[src/rtl/cnfsa_pkg.sv]
// ----------------------------------------------------------------------------
// cnfsa_pkg: shared types and constants of the circular next-free allocator
// Request and response words, status codes and the bitmap word geometry.
// ----------------------------------------------------------------------------
`default_nettype none

package cnfsa_pkg;

   // bitmap word geometry
   localparam int WORD_W    = 32;
   localparam int WORD_BITS = 5;

   // request kinds
   localparam logic REQ_TAKE  = 1'b0;
   localparam logic REQ_LEAVE = 1'b1;

   // response status codes
   localparam logic [1:0] STAT_OK       = 2'd0;
   localparam logic [1:0] STAT_FULL     = 2'd1;
   localparam logic [1:0] STAT_WAS_FREE = 2'd2;
   localparam logic [1:0] STAT_RANGE    = 2'd3;

   typedef struct packed {
      logic       req_type;
      logic [7:0] slot;
   } req_word_type;

   typedef struct packed {
      logic [7:0] result_slot;
      logic [1:0] status;
   } rsp_word_type;

   // which pass of the circular scan a word visit belongs to
   typedef struct packed {
      logic first;   // starting word: only bits above the preferred slot
      logic last;    // wrapped back to starting word: only bits below it
   } scan_ctl_type;

   typedef struct packed {
      logic                 found;
      logic [WORD_BITS-1:0] bit_idx;
   } scan_res_type;

endpackage

`default_nettype wire

[src/rtl/cnfsa_map.sv]
// ----------------------------------------------------------------------------
// cnfsa_map: slot occupancy bitmap
// One busy bit per slot, kept as 32-bit words; one word read, one bit written.
// ----------------------------------------------------------------------------
`default_nettype none

module cnfsa_map #(
   parameter int NUM_WORDS = 8,
   parameter int WORD_IW   = 3
) (
   input  wire logic                        clock,
   input  wire logic                        reset,
   input  wire logic [WORD_IW-1:0]          rd_word,
   output logic [cnfsa_pkg::WORD_W-1:0]     rd_data,
   input  wire logic                        wr_en,
   input  wire logic                        wr_set,
   input  wire logic [7:0]                  wr_slot
);

   logic [cnfsa_pkg::WORD_W-1:0] words_ff [NUM_WORDS];
   logic [WORD_IW-1:0]           wr_word;

   assign wr_word = WORD_IW'(wr_slot >> cnfsa_pkg::WORD_BITS);
   assign rd_data = words_ff[rd_word];

   // all slots free after reset; single bit update otherwise
   always_ff @(posedge clock) begin
      if (reset) begin
         for (int w = 0; w < NUM_WORDS; w++) begin
            words_ff[w] <= '0;
         end
      end else if (wr_en) begin
         words_ff[wr_word][wr_slot[cnfsa_pkg::WORD_BITS-1:0]] <= wr_set;
      end
   end

endmodule

`default_nettype wire

[src/rtl/cnfsa_scan.sv]
// ----------------------------------------------------------------------------
// cnfsa_scan: windowed find-first-free over one bitmap word
// Masks the word to the slot window of the current pass, then priority-encodes.
// ----------------------------------------------------------------------------
`default_nettype none

module cnfsa_scan (
   input  wire logic [cnfsa_pkg::WORD_W-1:0] word_bits,
   input  wire logic [8:0]                   base,
   input  wire logic [8:0]                   count,
   input  wire logic [7:0]                   pref_slot,
   input  wire cnfsa_pkg::scan_ctl_type      ctl,
   output cnfsa_pkg::scan_res_type           res
);

   logic [cnfsa_pkg::WORD_W-1:0] cand;

   // free and inside the window of this pass
   always_comb begin
      logic [8:0] g;
      for (int b = 0; b < cnfsa_pkg::WORD_W; b++) begin
         g = base + 9'(b);
         cand[b] = !word_bits[b] && (g < count)
                   && (!ctl.first || (g > {1'b0, pref_slot}))
                   && (!ctl.last  || (g < {1'b0, pref_slot}));
      end
   end

   // lowest candidate wins
   always_comb begin
      res = '0;
      for (int b = cnfsa_pkg::WORD_W - 1; b >= 0; b--) begin
         if (cand[b]) begin
            res.found   = 1'b1;
            res.bit_idx = cnfsa_pkg::WORD_BITS'(b);
         end
      end
   end

endmodule

`default_nettype wire

[src/rtl/circular_next_free_slot_allocator.sv]
// ----------------------------------------------------------------------------
// circular_next_free_slot_allocator: circular first-fit slot allocator
// Busy bitmap with a word-at-a-time wrapped search for the next free slot.
// ----------------------------------------------------------------------------
// Usage:
//   Request words (req_word) are taken when start is high and busy is low.
//   A take names a preferred slot; the grant is that slot if free, else the
//   next free slot above it, wrapping to the lowest free slot. A leave frees
//   a busy slot. Each request gives one response word on rsp_word, marked by
//   a one-cycle rsp_valid strobe; the receiver must take it in that cycle.
//   The slot count register is written over csr_valid/csr_ready/csr_data;
//   csr_ready is high only while idle with no request offered on start.
// Timing:
//   Range errors, leaves and takes of a free preferred slot are answered
//   from the evaluate state. A take of a busy slot walks the bitmap one
//   32-bit word per cycle through the single scan unit, wrapping to word 0
//   and ending back at its starting word. One request at a time.
// Reset:
//   Synchronous; all slots free, slot count 256, no response pending.
// ----------------------------------------------------------------------------
`default_nettype none

module circular_next_free_slot_allocator #(
   parameter int MAX_SLOTS = 256
) (
   input  wire logic                     clock,
   input  wire logic                     reset,
   input  wire logic                     start,
   output logic                          busy,
   input  wire cnfsa_pkg::req_word_type  req_word,
   output logic                          rsp_valid,
   output cnfsa_pkg::rsp_word_type       rsp_word,
   input  wire logic                     csr_valid,
   output logic                          csr_ready,
   input  wire logic [8:0]               csr_data
);

   localparam int DEPTH     = (MAX_SLOTS < 256) ? MAX_SLOTS : 256;
   localparam int NUM_WORDS = (DEPTH + cnfsa_pkg::WORD_W - 1) / cnfsa_pkg::WORD_W;
   localparam int WORD_IW   = (NUM_WORDS > 1) ? $clog2(NUM_WORDS) : 1;

   localparam logic [1:0] S_IDLE = 2'd0;
   localparam logic [1:0] S_EVAL = 2'd1;
   localparam logic [1:0] S_SCAN = 2'd2;

   logic [1:0]               state_ff, state_in;
   logic [8:0]               count_ff;
   logic [8:0]               n_eff;
   cnfsa_pkg::req_word_type  req_ff, req_in;
   logic [WORD_IW-1:0]       word_ff, word_in;
   logic                     wrapped_ff, wrapped_in;
   logic                     rsp_valid_ff, rsp_valid_in;
   cnfsa_pkg::rsp_word_type  rsp_ff, rsp_in;

   logic [WORD_IW-1:0]           start_word;
   logic [WORD_IW-1:0]           rd_word;
   logic [cnfsa_pkg::WORD_W-1:0] rd_data;
   logic                         wr_en, wr_set;
   logic [7:0]                   wr_slot;
   logic [8:0]                   base;
   logic [WORD_IW:0]             next_word;
   logic [8:0]                   next_base;
   cnfsa_pkg::scan_ctl_type      ctl;
   cnfsa_pkg::scan_res_type      res;
   logic                         pref_busy;

   assign busy      = (state_ff != S_IDLE);
   assign csr_ready = (state_ff == S_IDLE) && !start;
   assign rsp_valid = rsp_valid_ff;
   assign rsp_word  = rsp_ff;

   // slot count in force, saturated to the bitmap depth
   assign n_eff = (count_ff > 9'(DEPTH)) ? 9'(DEPTH) : count_ff;

   assign start_word = WORD_IW'(req_ff.slot >> cnfsa_pkg::WORD_BITS);
   assign rd_word    = (state_ff == S_SCAN) ? word_ff : start_word;
   assign pref_busy  = rd_data[req_ff.slot[cnfsa_pkg::WORD_BITS-1:0]];

   // window of the current word visit
   assign base      = 9'(word_ff) << cnfsa_pkg::WORD_BITS;
   assign next_word = {1'b0, word_ff} + (WORD_IW+1)'(1);
   assign next_base = 9'(next_word) << cnfsa_pkg::WORD_BITS;
   assign ctl.first = !wrapped_ff && (word_ff == start_word);
   assign ctl.last  = wrapped_ff && (word_ff == start_word);

   cnfsa_map #(
      .NUM_WORDS (NUM_WORDS),
      .WORD_IW   (WORD_IW)
   ) u_map (
      .clock   (clock),
      .reset   (reset),
      .rd_word (rd_word),
      .rd_data (rd_data),
      .wr_en   (wr_en),
      .wr_set  (wr_set),
      .wr_slot (wr_slot)
   );

   cnfsa_scan u_scan (
      .word_bits (rd_data),
      .base      (base),
      .count     (n_eff),
      .pref_slot (req_ff.slot),
      .ctl       (ctl),
      .res       (res)
   );

   // sequencer
   always_comb begin
      state_in     = state_ff;
      req_in       = req_ff;
      word_in      = word_ff;
      wrapped_in   = wrapped_ff;
      rsp_valid_in = 1'b0;
      rsp_in       = rsp_ff;
      wr_en        = 1'b0;
      wr_set       = 1'b0;
      wr_slot      = req_ff.slot;

      case (state_ff)
         S_IDLE: begin
            if (start) begin
               req_in   = req_word;
               state_in = S_EVAL;
            end
         end
         S_EVAL: begin
            rsp_in.result_slot = req_ff.slot;
            rsp_in.status      = cnfsa_pkg::STAT_OK;
            if ({1'b0, req_ff.slot} >= n_eff) begin
               rsp_in.status = cnfsa_pkg::STAT_RANGE;
               rsp_valid_in  = 1'b1;
               state_in      = S_IDLE;
            end else if (req_ff.req_type == cnfsa_pkg::REQ_LEAVE) begin
               if (pref_busy) begin
                  wr_en              = 1'b1;
                  rsp_in.result_slot = '0;
               end else begin
                  rsp_in.status = cnfsa_pkg::STAT_WAS_FREE;
               end
               rsp_valid_in = 1'b1;
               state_in     = S_IDLE;
            end else if (!pref_busy) begin
               wr_en        = 1'b1;
               wr_set       = 1'b1;
               rsp_valid_in = 1'b1;
               state_in     = S_IDLE;
            end else begin
               word_in    = start_word;
               wrapped_in = 1'b0;
               state_in   = S_SCAN;
            end
         end
         S_SCAN: begin
            if (res.found) begin
               wr_slot            = 8'(base + 9'(res.bit_idx));
               wr_en              = 1'b1;
               wr_set             = 1'b1;
               rsp_in.result_slot = wr_slot;
               rsp_in.status      = cnfsa_pkg::STAT_OK;
               rsp_valid_in       = 1'b1;
               state_in           = S_IDLE;
            end else if (ctl.last) begin
               rsp_in.result_slot = req_ff.slot;
               rsp_in.status      = cnfsa_pkg::STAT_FULL;
               rsp_valid_in       = 1'b1;
               state_in           = S_IDLE;
            end else if ((next_word >= (WORD_IW+1)'(NUM_WORDS)) || (next_base >= n_eff)) begin
               word_in    = '0;
               wrapped_in = 1'b1;
            end else begin
               word_in = WORD_IW'(next_word);
            end
         end
         default: begin
            state_in = S_IDLE;
         end
      endcase
   end

   // control registers
   always_ff @(posedge clock) begin
      if (reset) begin
         state_ff     <= S_IDLE;
         rsp_valid_ff <= 1'b0;
         count_ff     <= 9'd256;
      end else begin
         state_ff     <= state_in;
         rsp_valid_ff <= rsp_valid_in;
         if (csr_valid && csr_ready) begin
            count_ff <= csr_data;
         end
      end
   end

   // payload registers
   always_ff @(posedge clock) begin
      req_ff     <= req_in;
      word_ff    <= word_in;
      wrapped_ff <= wrapped_in;
      rsp_ff     <= rsp_in;
   end

endmodule

`default_nettype wire
[config.mk]
export PLATFORM = sky130hd
export DESIGN_NAME = circular_next_free_slot_allocator
export DESIGN_NICKNAME = d
export VERILOG_FILES = /design/src/rtl/cnfsa_pkg.sv /design/src/rtl/cnfsa_map.sv /design/src/rtl/cnfsa_scan.sv /design/src/rtl/circular_next_free_slot_allocator.sv
export SDC_FILE = /design/constraint.sdc
export NUM_CORES = 1
export LEC_CHECK = 0
export ABC_AREA = 0
export BUFFER_PORTS_ARGS = -buffer_cell sky130_fd_sc_hd__buf_2
export CAP_MARGIN = 30
export CORE_ASPECT_RATIO = 1.4
export CORE_MARGIN = 3
export CORE_UTILIZATION = 40
export CTS_CLUSTER_SIZE = 10
export DETAILED_ROUTE_END_ITERATION = 8
export SETUP_SLACK_MARGIN = 0.2
export SYNTH_ARGS = -nofsm -noshare
export SYNTH_HDL_FRONTEND = slang
export SYNTH_SLANG_ARGS = --single-unit
[constraint.sdc]
create_clock -name clock -period 6 [get_ports clock]
set_input_delay 0.3 -clock clock [delete_from_list [all_inputs] [get_ports clock]]
set_output_delay 0.3 -clock clock [all_outputs]
set_load 0.02 [all_outputs]
Word-level counts from Yosys, hierarchy flattened
Memory sizes are Yosys's and may differ from the RTL's.
Cells that the tools add are included.
{ "totals": {"ff_bits": 35, "latch_bits": 0, "mem_bits_rw": 256, "mem_bits_ro": 0, "in_bits": 22, "output_inout_bits": 13, "wordCells": 459, "mem_count": 1} }
{ "classes": {"n_addsub": 33, "mul": 0, "div_mod_pow": 0, "order_cmp": 103, "eq_ne": 11, "shifts": 0, "n_mux": 91, "bitwise_logic": 0, "reduce_logical": 211} }
{ "memory_table": {"columns": ["name", "depth", "width", "read_ports", "rd_clocked_by_memory_dff", "write_ports", "line", "rtl"], "rows": [
  ["u_map.words_ff", 8, 32, 1, 0, 8, "cnfsa_map.sv:20", "logic [cnfsa_pkg::WORD_W-1:0] words_ff [NUM_WORDS];"]
]} }
{ "ops": {"columns": ["op", "n"], "rows": [
  ["9-bit by 8-bit > comparator with 1-bit output", 31],
  ["9-bit by 8-bit < comparator with 1-bit output", 31],
  ["9-bit < comparator", 31],
  ["6-bit 2-to-1 mux", 32],
  ["8-bit by 5-bit adder with 9-bit output, second input constant", 16],
  ["1-bit logical AND", 101],
  ["32-bit 2-to-1 mux", 3],
  ["8-bit by 4-bit adder with 9-bit output, second input constant", 8],
  ["1-bit logical OR", 65],
  ["8-bit by 3-bit adder with 9-bit output, second input constant", 4],
  ["1-bit zero test", 36],
  ["8-bit 2-to-1 mux", 4],
  ["32-bit OR reduction", 1],
  ["10-bit 2-to-1 mux", 3],
  ["3-bit 2-to-1 mux", 8],
  ["1-bit 2-to-1 mux", 23],
  ["10-bit one-hot mux with 2 select lines", 1],
  ["8-bit by 2-bit adder with 9-bit output, second input constant", 2],
  ["2-bit 2-to-1 mux", 8],
  ["5-bit by 6-bit < comparator with 1-bit output, second input constant", 2],
  ["2-bit inequality test, second input constant", 6],
  ["8-bit by 1-bit adder with 9-bit output, second input constant", 1],
  ["8-bit by 9-bit greater-or-equal comparator with 1-bit output", 1],
  ["9-bit greater-or-equal comparator", 1],
  ["24 further kinds", 30]
]} }

Longest topological paths before layout
An unclocked memory read counts as a cell.
{ "depth": {"depth_word": 49, "ltp_mapped": 24, "mapped_depth_nobuf": 17} }

Cells and area by module
Synthesis repeated with hierarchy kept, for this count alone.
{ "hier_totals": {"hier_cells": 2887, "area_unflattened_um2": 28129.5} }
{ "modules_own_cells": {"columns": ["module", "n_inst", "cells_per_inst", "area_each_um2", "seq_area_each_um2"], "rows": [
  ["cnfsa_map", 1, 1122, 14096.0, 7687.4],
  ["cnfsa_scan", 1, 1519, 11683.7, 0.0],
  ["circular_next_free_slot_allocator", 1, 246, 2349.8, 930.9]
]} }

Worst setup path after synthesis
OpenSTA, ideal clock, no wires.
{ "synth_path": {"path_type": "register to register", "start": "register state_ff[0]", "end": "memory u_map.words_ff[0][2] in the netlist's numbering, enable pin", "setup_time_ns": 0.310, "arrival_ns": 4.998, "t_required_ns": 5.690, "setup_slack_ns": 0.693, "path_stages_with_launch": 23, "path_buffers": 5, "synth_period_minus_slack_ns": 5.307, "cell_sequence": "dfxtp_1 > inv_1 > ha_1 > buf_4 > nand2b_1 > buf_4 > buf_2 > buf_1 > o22ai_1 > a22oi_1 > nand3_1 > and2_1 > mux4_2 > mux4_2 > mux2i_1 > ha_1 > nor2_1 > nand3_1 > a211o_1 > a221oi_4 > o211ai_1 > clkbuf_1 > o21ai_0"} }
{ "synth_lines": {"columns": ["item", "line", "rtl"], "rows": [
  ["start, declared", "circular_next_free_slot_allocator.sv:46", "logic [1:0] state_ff, state_in;"],
  ["start signal, assigned", "circular_next_free_slot_allocator.sv:188", "state_ff <= state_in;"],
  ["end, declared", "cnfsa_map.sv:20", null]
]} }

==> flow_metrics.env <==
export IMPL_clockPowerShare_pct=35.3
export IMPL_cts_buffer_depth=3
export IMPL_row_count=96
export IMPL_hp_class="in -> reg"
export IMPL_layout_nets=2358
export IMPL_syn_instance_count=2229
export IMPL_netlist_area_mm2=0.0199
export IMPL_gr_total_overflow=0
export IMPL_tritoncts="built"
export IMPL_slew_violations=0
export IMPL_die_w_um=194
export IMPL_ir_drop_uv=194
export IMPL_grt_first_pass_wirelength_um=122000
export IMPL_cp_arrival_ps=5980
export IMPL_hpwl_um=57500
export IMPL_power_density_mw_per_mm2=242
export IMPL_run_status="completed"
export IMPL_dr_first_iter_drc_count=2320
export IMPL_startpoint="state_ff[0]$_SDFFE_PP0P_"
export IMPL_synth_top_area_cell="edfxtp_1"
export IMPL_yosys_warnings=0
export IMPL_place_congestion=0.997
export IMPL_synth_async_reset_ratio_pct=0
export IMPL_ys_seq_area_share_pct=43.4
export IMPL_post_dp_cell_area_mm2=0.0222
export IMPL_skew_ps=28.6
export IMPL_clk_pin_slew_ps=50
export IMPL_die_height_um=270
export IMPL_crit_fanout=22
export IMPL_syn_area_per_cell_um2=8.91
export IMPL_max_slew_margin_pct=35.0
export IMPL_combPwrFrac_pct=23.7
export IMPL_setup_viol=0
export IMPL_worst_pin_slew_ps=974
export IMPL_start_util_pct=40.5
export IMPL_drv_cap=0
export IMPL_yosysUniqueCellTypes=94
export IMPL_drc=0
export IMPL_p_int_w=0.00396
export IMPL_fin_util_pct=48.5
export IMPL_clk_latency_ps=570
export IMPL_swShare_pct=31.0
export IMPL_leakage_nw=8.04
export IMPL_p_seq_share_pct=41.0
export IMPL_ys_top_cells_by_area="edfxtp_1 (42%), o21ai_0 (7.9%), nor2b_1 (7.3%), nor3_1 (4.9%), o22ai_1 (3.7%)"
export IMPL_period_needed_ps=5740
export IMPL_post_route_period_util_pct=95.7
export IMPL_drtPass1Iterations=6
export IMPL_ctsRootBufferMaster="clkbuf_16"
export IMPL_drive_above_1_share_pct=17.3
export IMPL_max_freq_mhz=174
export IMPL_ys_ff_latch=291
export IMPL_drtAntennaViolNets=0
export IMPL_p_sw_w=0.00178
export IMPL_antenna_found_initial=0
export IMPL_core_mm2=0.0490
export IMPL_synth_fp_nets=2278
export IMPL_placed_cells=2870
export IMPL_routed_wirelength_um=84600
export IMPL_tns_ps=0
export IMPL_p_total_w=0.00575
export IMPL_io_buffers=34
export IMPL_viasPerCell=6.56
export IMPL_grt_max_degree=141
export IMPL_ys_flop_type="edfxtp_1"
export IMPL_wl_per_cell_um=28.6
export IMPL_synthTopCellsByCount="o21ai_0 (315), edfxtp_1 (279), nor2b_1 (231)"
export IMPL_synth_edf_count=279
export IMPL_fin_area_mm2=0.0238
export IMPL_yosysMostFrequentCell="o21ai_0"
export IMPL_ios=35
export IMPL_finalNonFillerCells=2960
export IMPL_die_area_mm2=0.0524
export IMPL_fillers=4596
export IMPL_required_ps=6230
export IMPL_antenna_cells=0
export IMPL_hold_violations=0
export IMPL_vias=19430
export IMPL_worstHoldStart="csr_data[6]"
export IMPL_grt_pass1_vias=18470
export IMPL_crit_type="reg -> reg"
export IMPL_area_delta_synth_final_pct=19.8
export IMPL_synth_top_area_share_pct=42.2
export IMPL_rsz0062_at_grt="true"
export IMPL_start_kind="flop"
export IMPL_cts_sinks=291
export IMPL_ctsHtreeMaxLevel=2
export IMPL_grt_util_all_layers_pct=30.8
export IMPL_cts_buffers=36
export IMPL_r2r_start="state_ff[0]$_SDFFE_PP0P_"
export IMPL_worst_setup_path_end_kind="flop"
## area by class of cell
class,count,area [um^2],area share (%)
well taps,637,797,3.35
multi-input cells,1661,10300,43.1
flip-flops and latches,291,8620,36.2
clock buffers,48,967,4.07
inverters,27,106,0.447
clock inverters,4,43.8,0.184
repair buffers,292,3000,12.6
## path summary, 6_finish.rpt
| kind | cells past startpoint | slack (ps) | endpoint |
|---|---|---|---|
| max | 22 | 260 | u_map.words_ff[7][4]$_SDFFCE_PN0P_ |
| min | 3 | 20 | count_ff[6]$_SDFFE_PP0P_ |
| max reg2reg | 22 | 260 | u_map.words_ff[7][4]$_SDFFCE_PN0P_ |
| min reg2reg | 2 | 460 | count_ff[7]$_SDFFE_PP0P_ |
## per-layer routing
metal	GRT usage, %	share of wire (%)
met4	21.4	8.2
met1	36.0	36
met5	0	0
met3	4.96	7.7
met2	51.5	48
## power groups by stage
stage,combinational [W],sequential (W),clock [W]
finish,0.00136,0.00236,0.00203
global route,0.00144,0.00236,0.00211
CTS,0.00130,0.00235,0.00205
detailed placement,0.00128,0.00240,0
global placement,0.00127,0.00239,0
floorplan,0.000754,0.00238,0
## flip-flops by register name (all words and copies together), names as in the netlist
register and flops:
word_ff 3, rsp_word 10, count_ff 9, rsp_valid 1
u_map.words_ff 256, req_ff 9, wrapped_ff 1, state_ff 2
## per-stage QoR
stage	hold slack (ps)	worst slack (ps)
final	18.1	259
after global routing	30.3	157
after CTS	6.89	237
after detailed placement	452	3.90
after global placement	448	-15.1
after floorplan	399	693
## placed cells by master (no fill, tap or decap), types with 10 or more instances in the layout
master,instances
nor3_1,194
and2_1,10
nand4_1,11
nand3_1,70
edfxtp_1,279
nor2b_1,231
dlygate4sd3_1,15
nand2b_1,18
buf_2,35
and3_1,20
a31oi_1,21
inv_1,24
buf_4,172
mux4_2,14
a21oi_1,43
a21o_1,11
a22oi_1,58
o31ai_1,25
o21ai_0,310
ha_1,26
nand2_1,82
o211ai_1,16
clkbuf_16,39
a211oi_1,16
buf_12,60
nor2_1,144
o21ai_1,31
clkbuf_1,11
o22ai_1,118
dfxtp_1,12
## cell families after synthesis
logic type / synth area share (%)
compound gates: 23.8
xor+xnor: 0.0883
mux: 2.10
fa+ha+maj: 1.70
flops: 43.4
buf+inv: 5.92
simple gates: 23.0
## repair_timing
| item | CTS | global route |
|---|---|---|
| hold buffers | 15 | 0 |
| cloned | 1 | 3 |
| gates resized for setup | 14 | 37 |
| pin swaps | 1 | 9 |
| hold endpoints to repair | 15 | 0 |
| setup buffers | 3 | 15 |
| endpoints found under the setup margin | 203 | 453 |
## critical path, cell delays in order, from the launching register on
cell,delay [ps]
dfxtp_1,390
inv_1,80
ha_2,240
buf_4,210
nand2b_4,160
buf_12,200
o22ai_1,120
o21ai_0,240
nand3_2,190
and2_1,190
mux4_2,450
mux4_2,540
mux2i_4,220
buf_4,150
ha_1,210
nor2_1,100
nand3_1,150
a211o_1,340
a221oi_4,410
buf_4,190
nand4_1,130
buf_6,210
o21ai_0,230
No activity file was read; power rests on OpenSTA's default activity.
